<file path="config.mk">
export PLATFORM = sky130hd
export DESIGN_NAME = tmre_front
export DESIGN_NICKNAME = d
export VERILOG_FILES = /design/src/rtl/core/tmre_pkg.sv /design/src/rtl/core/tmre_front.sv
export SDC_FILE = /design/constraint.sdc
export NUM_CORES = 1
export LEC_CHECK = 0
export CORE_MARGIN = 4
export CORE_UTILIZATION = 50
export CTS_CLUSTER_DIAMETER = 200
export DETAILED_ROUTE_END_ITERATION = 10
export DONT_BUFFER_PORTS = 1
export GPL_ROUTABILITY_DRIVEN = 1
export GPL_TIMING_DRIVEN = 1
export SLEW_MARGIN = 10
export SYNTH_ARGS = -nofsm -noshare
export SYNTH_HDL_FRONTEND = slang
export SYNTH_SLANG_ARGS = --single-unit
</file>
<file path="constraint.sdc">
create_clock -name i_clk -period 3.6 [get_ports i_clk]
set_input_delay 0 -clock i_clk [delete_from_list [all_inputs] [get_ports i_clk]]
set_output_delay 0 -clock i_clk [all_outputs]
set_load 0.03 [all_outputs]
</file>
<file path="src/rtl/core/tmre_pkg.sv">
`default_nettype none

package tmre_pkg;

    // Entry layout: tile [8:0], palette [12:9], bit 13 zero, vflip [14], hflip [15]
    localparam int ENTRY_W    = 16;
    localparam int TILE_W     = 9;
    localparam int PAL_W      = 4;
    localparam int PAL_LSB    = 9;
    localparam int VFLIP_BIT  = 14;
    localparam int HFLIP_BIT  = 15;

    // Command field widths, sized for the largest supported map and plane count
    localparam int POS_W      = 6;
    localparam int CNT_W      = 7;
    localparam int PLANE_W    = 2;

    localparam logic [ENTRY_W-1:0] PAL_KEEP_MASK = 16'hE1FF;

    typedef enum logic [1:0] {
        OP_WRITE   = 2'd0,
        OP_READ    = 2'd1,
        OP_FILL    = 2'd2,
        OP_RECOLOR = 2'd3
    } t_op;

    typedef enum logic [2:0] {
        ST_CLEAR,
        ST_IDLE,
        ST_WALK,
        ST_DRAIN,
        ST_READ
    } t_back_state;

    // Decoded command: coordinates already wrapped, sizes already saturated
    typedef struct packed {
        t_op                op;
        logic [PLANE_W-1:0] plane;
        logic [POS_W-1:0]   x;
        logic [POS_W-1:0]   y;
        logic [CNT_W-1:0]   cols;
        logic [CNT_W-1:0]   rows;
        logic [ENTRY_W-1:0] value;
    } t_cmd;

endpackage

`default_nettype wire

</file>
<file path="src/rtl/core/tmre_front.sv">
`default_nettype none

module tmre_front #(
    parameter int MAP_WIDTH   = 32,
    parameter int MAP_HEIGHT  = 32,
    parameter int PLANE_COUNT = 2
) (
    input  wire logic                 i_clk,
    input  wire logic                 i_rst_n,
    input  wire logic                 i_start,
    output logic                      o_busy,
    input  wire logic [1:0]           i_opcode,
    input  wire logic                 i_plane,
    input  wire logic [4:0]           i_pos_x,
    input  wire logic [4:0]           i_pos_y,
    input  wire logic [5:0]           i_rect_width,
    input  wire logic [5:0]           i_rect_height,
    input  wire logic [8:0]           i_tile_number,
    input  wire logic [3:0]           i_palette,
    input  wire logic                 i_flip_h,
    input  wire logic                 i_flip_v,
    input  wire logic                 i_clearing,
    input  wire logic                 i_q_full,
    output logic                      o_push,
    output tmre_pkg::t_cmd            o_cmd
);

    logic           r_valid;
    logic           n_valid;
    tmre_pkg::t_cmd r_cmd;
    tmre_pkg::t_cmd n_cmd;
    logic           accept;

    assign o_push = r_valid && !i_q_full;
    assign o_busy = i_clearing || (r_valid && i_q_full);
    assign accept = i_start && !o_busy;
    assign o_cmd  = r_cmd;

    always_comb begin
        logic [tmre_pkg::POS_W-1:0] x;
        logic [tmre_pkg::POS_W-1:0] y;
        x = {1'b0, i_pos_x};
        y = {1'b0, i_pos_y};
        // position < 32 and map side >= 8: three subtract steps cover it
        for (int k = 0; k < 3; k++) begin
            if (int'(x) >= MAP_WIDTH) begin
                x = x - tmre_pkg::POS_W'(MAP_WIDTH);
            end
            if (int'(y) >= MAP_HEIGHT) begin
                y = y - tmre_pkg::POS_W'(MAP_HEIGHT);
            end
        end

        n_cmd.op    = tmre_pkg::t_op'(i_opcode);
        n_cmd.plane = (int'(i_plane) >= PLANE_COUNT) ?
                      tmre_pkg::PLANE_W'(PLANE_COUNT - 1) : {1'b0, i_plane};
        n_cmd.x     = x;
        n_cmd.y     = y;
        n_cmd.cols  = (int'(i_rect_width) > MAP_WIDTH) ?
                      tmre_pkg::CNT_W'(MAP_WIDTH) : {1'b0, i_rect_width};
        n_cmd.rows  = (int'(i_rect_height) > MAP_HEIGHT) ?
                      tmre_pkg::CNT_W'(MAP_HEIGHT) : {1'b0, i_rect_height};

        unique case (tmre_pkg::t_op'(i_opcode))
            tmre_pkg::OP_WRITE: begin
                n_cmd.value = {i_flip_h, i_flip_v, 1'b0, i_palette, i_tile_number};
            end
            tmre_pkg::OP_FILL: begin
                n_cmd.value = {3'b000, i_palette, i_tile_number};
            end
            tmre_pkg::OP_RECOLOR: begin
                n_cmd.value = {3'b000, i_palette, 9'd0};
            end
            default: begin
                n_cmd.value = '0;
            end
        endcase

        n_valid = r_valid && !o_push;
        if (accept) begin
            n_valid = 1'b1;
        end
    end

    always_ff @(posedge i_clk) begin
        if (!i_rst_n) begin
            r_valid <= 1'b0;
        end else begin
            r_valid <= n_valid;
        end
        if (accept) begin
            r_cmd <= n_cmd;
        end
    end

endmodule

`default_nettype wire

</file>
==> flow_summary.yaml <==
floorplanning:
  floorplan.initialDensity_pct: 53.2
  num_ports: 93
  die_height_um: 62.6
  total_die_area_um2: 3920
  core-area_um2: 2810
  placement_rows: 19
  die_width_um: 62.6
pwr:
  leakagePower_nw: 0.700
  power-per-cell-area_nw_per_um2: 476
  total_power_mw: 0.956
  vdd_ir_drop_max_mv: 0.305
finish:
  post-route-cell-area_um2: 2010
  multiInputGateArea_um2: 244
  fin_nets: 174
  num-fill-cells: 185
  areaGrowthSynthToFinish_pct: 34.6
  seqCellArea_um2: 1220
  layout-drive-gt1-share_pct: 6.92
  stdcell_count: 161
  post-route-util_pct: 71.6
  insertedDiodeCount: 0
timing:
  finalSetupViolCount: 0
  final_min_period_over_clock_period_pct: 46.3
  finalClockSkew_ns: 0.00274
  worst_slack_on_hold_paths_ns: 0.115
  setup_repair_after_global_routing_missed_its_margin: "no"
  period_needed_ns: 1.67
  max_freq_ghz: 0.600
  timing_max_transition_violations_final: 0
  relSlewSlack_pct: 21.1
  setup-tns-final_ns: 0
  final_critical_path_setup_slack_ns: 1.93
  hold_viol_final: 0
  transition_time_at_the_pin_with_the_least_slew_margin_ns: 1.18
critical_path:
  crit_fanout: 40
  critical_path.n_buffers_inverters: 0
  slowest_stage: "a21oi_4"
  critPathTopFamily: "compound AO/OA/AOI/OAI gates"
  regToRegStartpoint: "r_valid$_SDFF_PN0_"
  critical_path.startpoint: "r_valid$_SDFF_PN0_"
  start_kind: "flop"
  critical_path_arrival_ns: 1.62
  critPathMaxStageDelay_ns: 0.92
  crit_chain: "a21oi_4"
  critical_path.endpoint_type: "flop"
  ws_path_type: "reg -> reg"
  required_ns: 3.56
outcome:
  status: "finished clean"
route:
  drt_pass1_iterations: 3
  detail_route.iter0.violations: 15
  avgRoutedWirePerCell_um: 17.1
  routed_wirelength_um: 2760
  detail_route.drc_violations: 0
  route.vias.total: 787
  vias_per_cell: 4.89
  final_antenna_violating_net_count: 0
placed_design:
  dp_worst_setup_slack_ns: 1.93
  portBuffers: 0
  dp_cells: 110
  dpl-instance-area_um2: 1500
  place.gp.congestion: 0.694
clock_tree:
  worst_skew_pair.late_latency_ns: 0.33
  tritoncts_clock_tree: "done"
  clk_transition_reported_paths_ns: 0.11
  ctsResizeCount: 0
  numCtsBuffers: 5
  clock_tree.root_cell: "clkbuf_4"
  clock_tree.htree_level_count: 2
  setup_buffers_after_cts: 0
  tritoncts_num_sinks: 41
  cts_hold_buffers: 42
  cts.path.max_buffers: 2
synth:
  yosysUniqueCellTypes: 13
  synth_ff_type: "edfxtp_1"
  synth.top_cells.by_count: "edfxtp_1, nor2b_1, buf_4"
  post-synth-top-area-cell: "edfxtp_1"
  ys_seq_area_share_pct: 81.8
  synth_warnings: 0
  yosys.area.top_type_share_pct: 80.5
  postSynth.asyncResetShare_pct: 0
  average_cell_area_after_synthesis_um2: 18.0
  post-synth-top-count-cell: "edfxtp_1"
  synth.top_cells.by_area: "edfxtp_1, nor2b_1, buf_4, and2_1, nor3b_2"
  number_of_synthesized_flops_with_an_enable_pin: 40
  mappedNetlistArea_um2: 1490
  synth_seq_cells: 41
  post_synth_inst_count: 83
grt:
  grt_pass1_wl_um: 4250
  grt_use_total_pct: 14.9
  first_global_vias: 844
  grt_start_max_net_pins: 41
  overflow: 0
  antenna_violations_before_repair: 0
flow_run:
  maxCapViolCount: 0
worst_hold_path:
  hp-start: "i_q_full"
  hold_path.class: "in -> out"
==> worst paths after layout <==
| check | depth (start not counted) | to | slack [ns] |
|---|---|---|---|
| worst max-delay path | 1 | o_cmd[38]$_DFFE_PP_ | 1.93 |
| worst min-delay path | 1 | o_push | 0.11 |
| worst min register to register | 1 | o_cmd[5]$_DFFE_PP_ | 0.91 |
| worst max register to register | 1 | o_cmd[38]$_DFFE_PP_ | 1.93 |
==> state kept, by name (all words and copies together), names as in the netlist <==
name / flops
r_valid: 1
o_cmd: 40
==> placed cells by master (no fill, tap or decap) <==
master / synthesis / layout
bufinv_16: 0 / 1
nor2b_1: 20 / 20
dfxtp_1: 1 / 1
a21boi_0: 1 / 1
dlygate4sd3_1: 0 / 43
clkbuf_1: 2 / 1
and2_1: 4 / 4
clkinv_1: 0 / 1
nand2b_1: 3 / 3
clkbuf_4: 0 / 5
a21oi_4: 0 / 1
nand2_1: 1 / 1
edfxtp_1: 40 / 40
conb_1: 1 / 6
nor3b_2: 2 / 2
==> kinds of logic after synthesis <==
group           Yosys count  share of synthesized area [%]
other cells               1                          0.251
buf+inv                   9                           3.86
compound gates            2                          0.838
simple gates             30                           13.2
flops                    41                           81.8
==> metal layers <==
| layer | track usage, % | routed length [µm] | vias to the layer above |
|---|---|---|---|
| li1 | - | - | 371 |
| met1 | 14.2 | 938 | 357 |
| met2 | 26.9 | 1500 | 53 |
| met3 | 8.27 | 284 | 6 |
| met4 | 4.96 | 39 | 0 |
| met5 | 0 | 0 | - |
==> cell type report <==
type / instances / share of cell area, %
repair buffers: 43 / 21.4
clock buffers: 6 / 2.05
flip-flops and latches: 41 / 60.8
multi-input cells: 38 / 12.1
clock inverters: 2 / 1.68
well taps: 31 / 1.93
==> power breakdown <==
| group | switching, mW | total, mW | internal [mW] |
|---|---|---|---|
| Sequential | 0.0494 | 0.601 | 0.552 |
| Combinational | 0.0349 | 0.0755 | 0.0406 |
| Clock | 0.134 | 0.279 | 0.145 |
| Total | 0.218 | 0.956 | 0.737 |
No activity file was read; power rests on OpenSTA's default activity.
