$ cat config.mk
export PLATFORM = sky130hd
export DESIGN_NAME = tmre_queue
export DESIGN_NICKNAME = d
export VERILOG_FILES = /design/src/rtl/core/tmre_pkg.sv /design/src/rtl/core/tmre_queue.sv
export SDC_FILE = /design/constraint.sdc
export NUM_CORES = 1
export LEC_CHECK = 0
export CORE_MARGIN = 5
export CORE_UTILIZATION = 60
export CTS_CLUSTER_SIZE = 24
export DETAILED_ROUTE_END_ITERATION = 10
export DONT_BUFFER_PORTS = 1
export PLACE_DENSITY_LB_ADDON = 0.2
export REMOVE_ABC_BUFFERS = 1
export SLEW_MARGIN = 30
export SYNTH_ARGS = -nofsm -noshare
export SYNTH_HDL_FRONTEND = slang
export SYNTH_SLANG_ARGS = --single-unit
$ cat constraint.sdc
create_clock -name i_clk -period 8.1 [get_ports i_clk]
set_input_delay 1.62 -clock i_clk [delete_from_list [all_inputs] [get_ports i_clk]]
set_output_delay 1.62 -clock i_clk [all_outputs]
set_load 0.01 [all_outputs]
$ cat src/rtl/core/tmre_pkg.sv
`default_nettype none

package tmre_pkg;

    // Entry layout: tile [8:0], palette [12:9], bit 13 zero, vflip [14], hflip [15]
    localparam int ENTRY_W    = 16;
    localparam int TILE_W     = 9;
    localparam int PAL_W      = 4;
    localparam int PAL_LSB    = 9;
    localparam int VFLIP_BIT  = 14;
    localparam int HFLIP_BIT  = 15;

    // Command field widths, sized for the largest supported map and plane count
    localparam int POS_W      = 6;
    localparam int CNT_W      = 7;
    localparam int PLANE_W    = 2;

    localparam logic [ENTRY_W-1:0] PAL_KEEP_MASK = 16'hE1FF;

    typedef enum logic [1:0] {
        OP_WRITE   = 2'd0,
        OP_READ    = 2'd1,
        OP_FILL    = 2'd2,
        OP_RECOLOR = 2'd3
    } t_op;

    typedef enum logic [2:0] {
        ST_CLEAR,
        ST_IDLE,
        ST_WALK,
        ST_DRAIN,
        ST_READ
    } t_back_state;

    // Decoded command: coordinates already wrapped, sizes already saturated
    typedef struct packed {
        t_op                op;
        logic [PLANE_W-1:0] plane;
        logic [POS_W-1:0]   x;
        logic [POS_W-1:0]   y;
        logic [CNT_W-1:0]   cols;
        logic [CNT_W-1:0]   rows;
        logic [ENTRY_W-1:0] value;
    } t_cmd;

endpackage

`default_nettype wire

$ cat src/rtl/core/tmre_queue.sv
`default_nettype none

module tmre_queue (
    input  wire logic           i_clk,
    input  wire logic           i_rst_n,
    input  wire logic           i_push,
    input  wire tmre_pkg::t_cmd i_cmd,
    output logic                o_full,
    input  wire logic           i_pop,
    output logic                o_valid,
    output tmre_pkg::t_cmd      o_cmd
);

    tmre_pkg::t_cmd r_slot [2];
    logic           r_wr_ptr;
    logic           r_rd_ptr;
    logic [1:0]     r_count;

    assign o_full  = (r_count == 2'd2);
    assign o_valid = (r_count != 2'd0);
    assign o_cmd   = r_slot[r_rd_ptr];

    always_ff @(posedge i_clk) begin
        if (!i_rst_n) begin
            r_wr_ptr <= 1'b0;
            r_rd_ptr <= 1'b0;
            r_count  <= 2'd0;
        end else begin
            if (i_push) begin
                r_wr_ptr <= !r_wr_ptr;
            end
            if (i_pop) begin
                r_rd_ptr <= !r_rd_ptr;
            end
            r_count <= r_count + 2'(i_push) - 2'(i_pop);
        end
        if (i_push) begin
            r_slot[r_wr_ptr] <= i_cmd;
        end
    end

`ifndef ASSERT_OFF
    a_no_overflow: assert property (@(posedge i_clk) disable iff (!i_rst_n)
        i_push |-> !o_full)
        else $error("queue push while full");
    a_no_underflow: assert property (@(posedge i_clk) disable iff (!i_rst_n)
        i_pop |-> o_valid)
        else $error("queue pop while empty");
`endif

endmodule

`default_nettype wire

==> summary.txt, run 1 <==
vias in the first global route: 1,498
Reg clk slew, reported paths: 0.08 ns
Initial Utilization: 62.6%
RSZ-0062 raised after global routing: false
sequential-to-total area share from yosys stat: 76.3%
maximum number of pins on one net before global-route repair: 47
DIE WIDTH: 89.1 um
critical hold path startpoint: r_rd_ptr
CTS tree: done
WP data arrival: 2.04 ns
final setup margin: 4.44 ns
placed cell area: 3780 um^2
Final setup viols: 0
max_cap viols: 0
final worst path period need: 3.66 ns
final hold vios: 0
Cells after Synth: 164
initial antenna violation count: 0
post-synth top area cell: edfxtp_1
reg-to-reg slack, setup: 6.44 ns
GRT Overall Usage: 14.2%
post-synthesis mux area share: 17.8%
Clk Latency, worst-skew pair: 0.33 ns
XOR/XNOR Fraction of Synth Area: 0.834%
Hold Crit Endpoint: r_rd_ptr
Die H: 89.1 um
P&R area growth vs syn: 5.51%
worst slew pin tran: 0.658 ns
total CTS buffers: 9
ranking of synthesized cells by area: edfxtp_1 74%, mux2_4 16%, dfxtp_1 2.7%, buf_12 2.1%, mux2_2 1.8%
register share of total power: 61.3%
io pins: 98
Power Density: 244 nW/um^2
Final Skew: 0.00531 ns
Hold Crit Depth: 2
Worst VDD drop: 0.000144 V
worst reg2reg path depth: 2
num rows: 28
root buffer cell: clkbuf_8
placed insts: 236
fmax: 273 MHz
GPL Wtd Cong: 0.649
Startpoint Class: flip-flop
main combinational cell family by area after synthesis: multiplexers
Mean Syn Cell Area: 22.9 um^2
library cells used by synthesis: 14
Int Power: 0.766 mW
Warnings, synthesis: 0
r2r startpoint: r_wr_ptr
Slew Limit Fails: 0
via count: 1,389
final WL: 5.32 mm
worst hold-check path type: reg -> reg
setup TNS: 0 ns
outcome: finished clean
Post-Layout Cell Count: 252
final hold slack: 0.588 ns
die footprint: 7930 um^2
number of post-CTS setup repair buffers: 0
Max Fanout on Critical Path: 26
Synth Area in Adders: 0.667%
H-tree Lvls: 3
Leak: 1.40 nW
maximum clock path buffer count: 2
Synth top area share: 73.7%
IO Port Bufs: 0
Slew Limit Headroom: 56.0%
core footprint: 5990 um^2
DRC violation count after routing: 0
WL/cell: 21.1 um
Initial DRT Pass Iterations: 4
Synth Area in Compound Gates: 0.200%
DRT iter0 DRCs: 88
pre-CTS setup slack: 4.77 ns
drt via density: 5.51
crit path capture type: output port
share of layout cells above drive strength 1: 35.6%
simple-gate share of the synthesized area: 1.50%
worst path required time: 6.48 ns
Crit Path Category: reg -> out
Clk pwr share: 29.1%
Antenna diodes: 0
cts repair resizes: 0
logic gate share of total power: 9.6%
fin nets: 224
Switching Fraction: 20.6%
CTS Hold Buffers Added: 0
NetSw: 0.199 mW
Fill cells: 392
Yosys reg bits: 97
antenna viol nets, final: 0
r2r endpoint: r_slot[0][31]
Final period util: 45.2%
clock sink count: 97
global-route wire length before repair: 7.92 mm
Cell Area, Synth: 3750 um^2
GR Overflow Total: 0
post-layout instance area: 3960 um^2
synthesized netlist by cell type, drive strengths merged:
master,number
dfxtp,5
buf,5
edfxtp,92
ha,2
o21a,1
and2,4
nor2b,4
inv,2
mux2,46
or2,1
xor2,1
xnor3,1
state kept, by name, summed over array words and instances, names as in the netlist, named ones only:
signal / count
r_slot: 92
r_count: 2
r_rd_ptr: 1
r_wr_ptr: 1
layout make-up:
class / count / area [um^2] / share of cell area [%]
inverters: 2 / 7.51 / 0.190
multi-input cells: 60 / 798 / 20.2
flip-flops and latches: 97 / 2860 / 72.4
clock buffers: 11 / 131 / 3.32
well taps: 75 / 93.8 / 2.37
repair buffers: 2 / 15.0 / 0.380
clock inverters: 5 / 46.3 / 1.17
critical path, stage by stage (launching register included):
cell and delay (ns):
dfxtp_2 0.76, buf_4 0.52, mux2_2 0.43
cell usage in the layout, fill, tap and decap left out, drive strengths merged:
| cell type | n |
|---|---|
| or2 | 1 |
| ha | 2 |
| and2 | 4 |
| clkbuf | 11 |
| clkinv | 4 |
| bufinv | 1 |
| buf | 2 |
| xnor3 | 1 |
| nor2b | 4 |
| mux2 | 46 |
| xor2 | 1 |
| o21a | 1 |
| edfxtp | 92 |
| inv | 2 |
| dfxtp | 5 |
stage by stage:
step                      total power, mW  utilization, %
final                               0.966            66.0
after global routing                 1.01            66.0
after global placement              0.695            63.1
after floorplan                     0.685               -
after CTS                           0.977            66.0
after detailed placement            0.699            63.1
how the worst max path moves through the flow:
stage | start | end | slack (ns) | depth (start not counted)
2_1_floorplan | i_push | r_slot[0][0] | 3.95 | 1
4_1_cts | flip-flop | o_cmd[2] | 4.39 | 2
5_1_grt | flip-flop | o_cmd[1] | 4.31 | 2
3_5_place_dp | flip-flop | o_cmd[2] | 4.77 | 2
3_3_place_gp | flip-flop | o_cmd[2] | 4.79 | 2
6_report | flip-flop | o_cmd[2] | 4.44 | 2
power groups by stage:
stage	Combinational, mW	Sequential (mW)	Clock [mW]
after floorplan	0.0793	0.606	0
after global placement	0.0935	0.602	0
after detailed placement	0.0954	0.604	0
after CTS	0.0957	0.593	0.288
after global routing	0.100	0.595	0.315
final	0.0929	0.592	0.281
per-layer routing:
| layer | GRT usage (%) | wire, um | vias up |
|---|---|---|---|
| li1 | - | - | 648 |
| met5 | 0 | 0 | - |
| met2 | 22.9 | 2760 | 60 |
| met3 | 10.2 | 761 | 2 |
| met1 | 14.4 | 1770 | 679 |
| met4 | 4.87 | 23 | 0 |
cells by family (layout without fill, tap and decap cells):
kind of cell | after synthesis | count (layout)
muxes | 46 | 46
buffers and inverters | 7 | 20
DFF | 97 | 97
AOI/OAI and AO/OA | 1 | 1
adders and majority gates | 2 | 2
and+or+nand+nor | 9 | 9
xor gates and xnor gates | 2 | 2
(Power assumes the default switching activity.)
==> run 2, diff against run 1 <==
--- a/config.mk
+++ b/config.mk
@@ -5,6 +5,7 @@
 export SDC_FILE = /design/constraint.sdc
 export NUM_CORES = 1
 export LEC_CHECK = 0
+export ABC_AREA = 1
 export CORE_MARGIN = 5
 export CORE_UTILIZATION = 60
 export CTS_CLUSTER_SIZE = 24
==> constraint.sdc (replaced) <==
create_clock -name i_clk -period 3.5 [get_ports i_clk]
set_input_delay 0.7 -clock i_clk [delete_from_list [all_inputs] [get_ports i_clk]]
set_output_delay 0.7 -clock i_clk [all_outputs]
set_load 0.01 [all_outputs]
==> summary.txt, run 2 <==
crit path capture type: output port
Crit Path Category: reg -> out
largest registers: r_slot: 92 flops, r_count: 2 flops
outcome: finished clean
antenna viol nets, final: 0
Slew Limit Headroom: 48.3%
fmax: 381 MHz
Top reg by flops: r_slot
setup TNS: 0 ns
Final setup viols: 0
clock sink count: 97
Hold Crit Endpoint: r_slot[1][42]
DIE WIDTH: 89.0 um
GR Overflow Total: 0
Cells after Synth: 176
placed cell area: 3780 um^2
WP data arrival: 1.92 ns
via count: 1,480
CTS Hold Buffers Added: 0
Bufs and invs on worst path: 1
async set-reset flop share out of synthesis: 0%
DRT iter0 DRCs: 88
RSZ-0062 raised after global routing: false
initial antenna violation count: 0
worst reg2reg path depth: 2
max FFs per register: 92
share of layout cells above drive strength 1: 35.8%
most frequent cells in the layout: 92 x edfxtp_1, 40 x mux2_4, 9 x nand2_1, 9 x clkbuf_8, 7 x nor2_1
Final Skew: 0.0154 ns
Antenna diodes: 0
reg-to-reg slack, setup: 1.81 ns
top post-synthesis cells by count: 92 x edfxtp_1, 40 x mux2_4, 9 x nand2_1
Slew Limit Fails: 0
Worst VDD drop: 0.000360 V
Sequential cell area: 2860 um^2
worst path required time: 2.80 ns
final WL: 5.40 mm
placed insts: 249
P&R area growth vs syn: 6.91%
Synth top area share: 73.7%
Power Density: 581 nW/um^2
detailed placer's ending HPWL: 3.87 mm
critical hold path startpoint: i_cmd[42]
global-route wire length before repair: 8.19 mm
Fill cells: 388
post-layout instance area: 4010 um^2
drt via density: 5.58
top-count cell post-synth: edfxtp_1
Power, Total: 2.33 mW
multi-input logic area: 774 um^2
EDFF count, synth: 92
CTS tree: done
Startpoint Class: flip-flop
commonest non-fill, non-tap cell in the layout: edfxtp_1
final hold slack: 0.432 ns
pre-CTS setup slack: 1.23 ns
cts repair resizes: 0
maximum clock path buffer count: 2
Cell Area, Synth: 3750 um^2
worst slew pin tran: 0.774 ns
Initial Utilization: 62.6%
Clk Latency, worst-skew pair: 0.35 ns
Reg clk slew, reported paths: 0.10 ns
Crit-path slowest cell: dfxtp_2
number of post-CTS setup repair buffers: 0
Warnings, synthesis: 0
vias in the first global route: 1,607
num rows: 28
Leak: 1.44 nW
final worst path period need: 2.62 ns
Hold Crit Depth: 0
IO Port Bufs: 0
total CTS buffers: 9
CP cell instances: buf_4 -> mux2_2
maximum number of pins on one net before global-route repair: 47
WL/cell: 20.4 um
Initial DRT Pass Iterations: 4
Die H: 89.0 um
Final period util: 75.0%
Mean Syn Cell Area: 21.3 um^2
r2r endpoint: r_slot[0][14]
sequential-to-total area share from yosys stat: 76.4%
worst hold-check path type: in -> reg
core footprint: 5990 um^2
root buffer cell: clkbuf_8
H-tree Lvls: 3
post-synth top area cell: edfxtp_1
Max Fanout on Critical Path: 22
DRC violation count after routing: 0
ranking of synthesized cells by area: edfxtp_1 74%, mux2_4 16%, dfxtp_1 2.7%, buf_12 2.1%, mux2_2 1.8%
Post-Layout Cell Count: 265
max_cap viols: 0
critical path's largest stage delay: 0.79 ns
delay-heaviest family, CP: flip-flops
final setup margin: 0.877 ns
r2r startpoint: r_wr_ptr
library cells used by synthesis: 12
fin nets: 237
Yosys reg bits: 97
Primary FF master, synth: edfxtp_1
final cell utilization of the core: 66.9%
die footprint: 7930 um^2
GPL Wtd Cong: 0.722
GRT Overall Usage: 14.5%
final hold vios: 0
io pins: 98
## run 2: layer usage
| layer | share of wire [%] | track usage [%] |
|---|---|---|
| met3 | 15 | 8.57 |
| met5 | 0 | 0 |
| met4 | 2.3 | 7.44 |
| met1 | 33 | 15.3 |
| met2 | 50 | 23.1 |
## run 2: layout make-up
class                   count  share of cell area [%]
repair buffers              3                   0.562
multi-input cells          67                    19.3
well taps                  75                    2.34
flip-flops and latches     97                    71.5
inverters                   7                   0.687
clock buffers               9                    3.09
clock inverters             7                    2.50
## run 2: worst max-delay path by stage
stage                         start            to  slack [ns]  cells past startpoint
after floorplan              i_push  r_slot[0][0]        0.38                      2
after global placement    flip-flop      o_cmd[4]        1.26                      2
after detailed placement  flip-flop      o_cmd[4]        1.23                      2
after CTS                 flip-flop      o_cmd[4]        0.84                      2
after global routing      flip-flop      o_cmd[4]        0.76                      2
final                     flip-flop      o_cmd[4]        0.88                      2
## run 2: cell families after synthesis
group	count (synthesis)	share of synthesized area, %
simple gates	18	1.84
mux	46	17.8
compound gates	1	0.133
flops	97	76.4
fa+ha+maj	2	0.668
buf+inv	12	3.14
## run 2: power breakdown
group / internal (mW) / switching [mW]
Combinational: 0.0862 / 0.0994
Clock: 0.407 / 0.369
Sequential: 1.34 / 0.0267
Total: 1.83 / 0.495
==> run 3, diff against run 2 <==
==> constraint.sdc (replaced) <==
create_clock -name i_clk -period 2.8 [get_ports i_clk]
set_input_delay 0.56 -clock i_clk [delete_from_list [all_inputs] [get_ports i_clk]]
set_output_delay 0.56 -clock i_clk [all_outputs]
set_load 0.01 [all_outputs]
==> summary.txt, run 3 (same netlist as run 2, synthesis figures left out) <==
H-tree Lvls: 3
Crit-path slowest cell: dfxtp_2
worst path required time: 2.24 ns
maximum clock path buffer count: 2
final hold vios: 0
P&R area growth vs syn: 6.78%
Switching Fraction: 19.8%
NetSw: 0.562 mW
total CTS buffers: 9
critical path's largest stage delay: 0.51 ns
final WL: 5.48 mm
met3 WL: 805 um
r2r startpoint: r_wr_ptr
GR Overflow Total: 0
commonest non-fill, non-tap cell in the layout: edfxtp_1
IO Port Bufs: 0
WL/cell: 20.7 um
largest registers: r_slot: 92 flops, r_count: 2 flops
outcome: finished clean
worst reg2reg path depth: 3
Clk Latency, worst-skew pair: 0.34 ns
global-route wire length before repair: 8.09 mm
antenna viol nets, final: 0
routed length on met1: 1.81 mm
max FFs per register: 92
initial antenna violation count: 0
Antenna diodes: 0
drt via density: 5.55
highest metal used: met4
register share of total power: 59.9%
DRT iter0 DRCs: 100
setup TNS: 0 ns
fin nets: 238
final worst path period need: 2.15 ns
max_cap viols: 0
io pins: 98
Worst VDD drop: 0.000426 V
Post-Layout Cell Count: 265
Reg clk slew, reported paths: 0.08 ns
Power Density: 711 nW/um^2
most frequent cells in the layout: 92 x edfxtp_1, 40 x mux2_4, 9 x nand2_1, 9 x clkbuf_8, 7 x nor2_1
GRT Overall Usage: 14.5%
GPL Wtd Cong: 0.717
Startpoint Class: flip-flop
worst hold-check path type: in -> reg
share of layout cells above drive strength 1: 34.2%
number of post-CTS setup repair buffers: 0
CTS tree: done
Slew Limit Headroom: 58.5%
Final Skew: 0.00851 ns
CP endpoint: o_cmd[1]
WP data arrival: 1.59 ns
Final period util: 76.8%
Initial Utilization: 62.6%
Final setup viols: 0
r2r endpoint: r_slot[1][43]
Fill cells: 377
core footprint: 5990 um^2
Met2 Routed Length: 2.74 mm
crit path capture type: output port
Max Fanout on Critical Path: 38
RSZ-0062 raised after global routing: false
Int Power: 2.28 mW
detailed placer's ending HPWL: 3.87 mm
CP cell instances: buf_12 -> mux2_2
num rows: 28
Initial DRT Pass Iterations: 4
fmax: 465 MHz
Top reg by flops: r_slot
die footprint: 7930 um^2
Slew Limit Fails: 0
via count: 1,471
Die H: 89.0 um
Leak: 1.45 nW
DRC violation count after routing: 0
clock sink count: 97
Crit Path Category: reg -> out
root buffer cell: clkbuf_8
logic gate share of total power: 8.6%
DIE WIDTH: 89.0 um
CTS Hold Buffers Added: 0
vias in the first global route: 1,602
reg-to-reg slack, setup: 1.19 ns
worst slew pin tran: 0.623 ns
cts repair resizes: 0
maximum number of pins on one net before global-route repair: 47
placed insts: 250
Clk pwr share: 31.5%
## run 3: how the worst min path moves through the flow
stage	end	cells after the start	slack, ns	startpoint
4_1_cts	r_slot[1][36]	0	0.30	i_cmd[36]
5_1_grt	r_slot[1][39]	0	0.27	i_cmd[39]
3_5_place_dp	flip-flop	2	0.51	r_rd_ptr
3_3_place_gp	r_rd_ptr	2	0.48	r_rd_ptr
6_report	r_slot[1][42]	0	0.31	i_cmd[42]
2_1_floorplan	flip-flop	2	0.46	r_rd_ptr
## run 3: power by group through the flow
stage	clock network [mW]	logic, mW	registers [mW]
3_5_place_dp	0	0.248	1.74
3_3_place_gp	0	0.242	1.73
6_report	0.896	0.245	1.70
5_1_grt	1.01	0.261	1.71
4_1_cts	0.922	0.249	1.70
2_1_floorplan	0	0.194	1.75
## run 3: layout make-up
cell class / instances / area [um^2] / area share, %
Sequential cell: 97 / 2860 / 71.6
Multi-Input combinational cell: 67 / 774 / 19.4
Clock buffer: 11 / 131 / 3.28
Tap cell: 75 / 93.8 / 2.35
Clock inverter: 4 / 68.8 / 1.72
Timing Repair Buffer: 4 / 42.5 / 1.06
Inverter: 7 / 26.3 / 0.657
## run 3: stage by stage
step                power [mW]  instance area (um^2)  util [%]  hold WS, ns  worst slack (ns)
global route              2.98                  4000      66.8        0.267             0.544
detailed placement        1.98                  3800      63.5        0.506              1.00
CTS                       2.87                  4000      66.8        0.297             0.619
global placement          1.97                  3800      63.5        0.478              1.02
finish                    2.84                  4000      66.8        0.313             0.649
floorplan                 1.94                  3660         -        0.463            -0.184
## run 3: layer usage
metal | vias up | track usage [%]
li1 | 683 | -
met1 | 701 | 14.9
met2 | 72 | 23.1
met3 | 15 | 9.86
met4 | 0 | 6.09
met5 | - | 0
## run 3: critical path: cells and delay by family (launching register included)
kind | cells | cell delay (ns)
buffers and inverters | 1 | 0.31
DFF | 1 | 0.51
muxes | 1 | 0.41
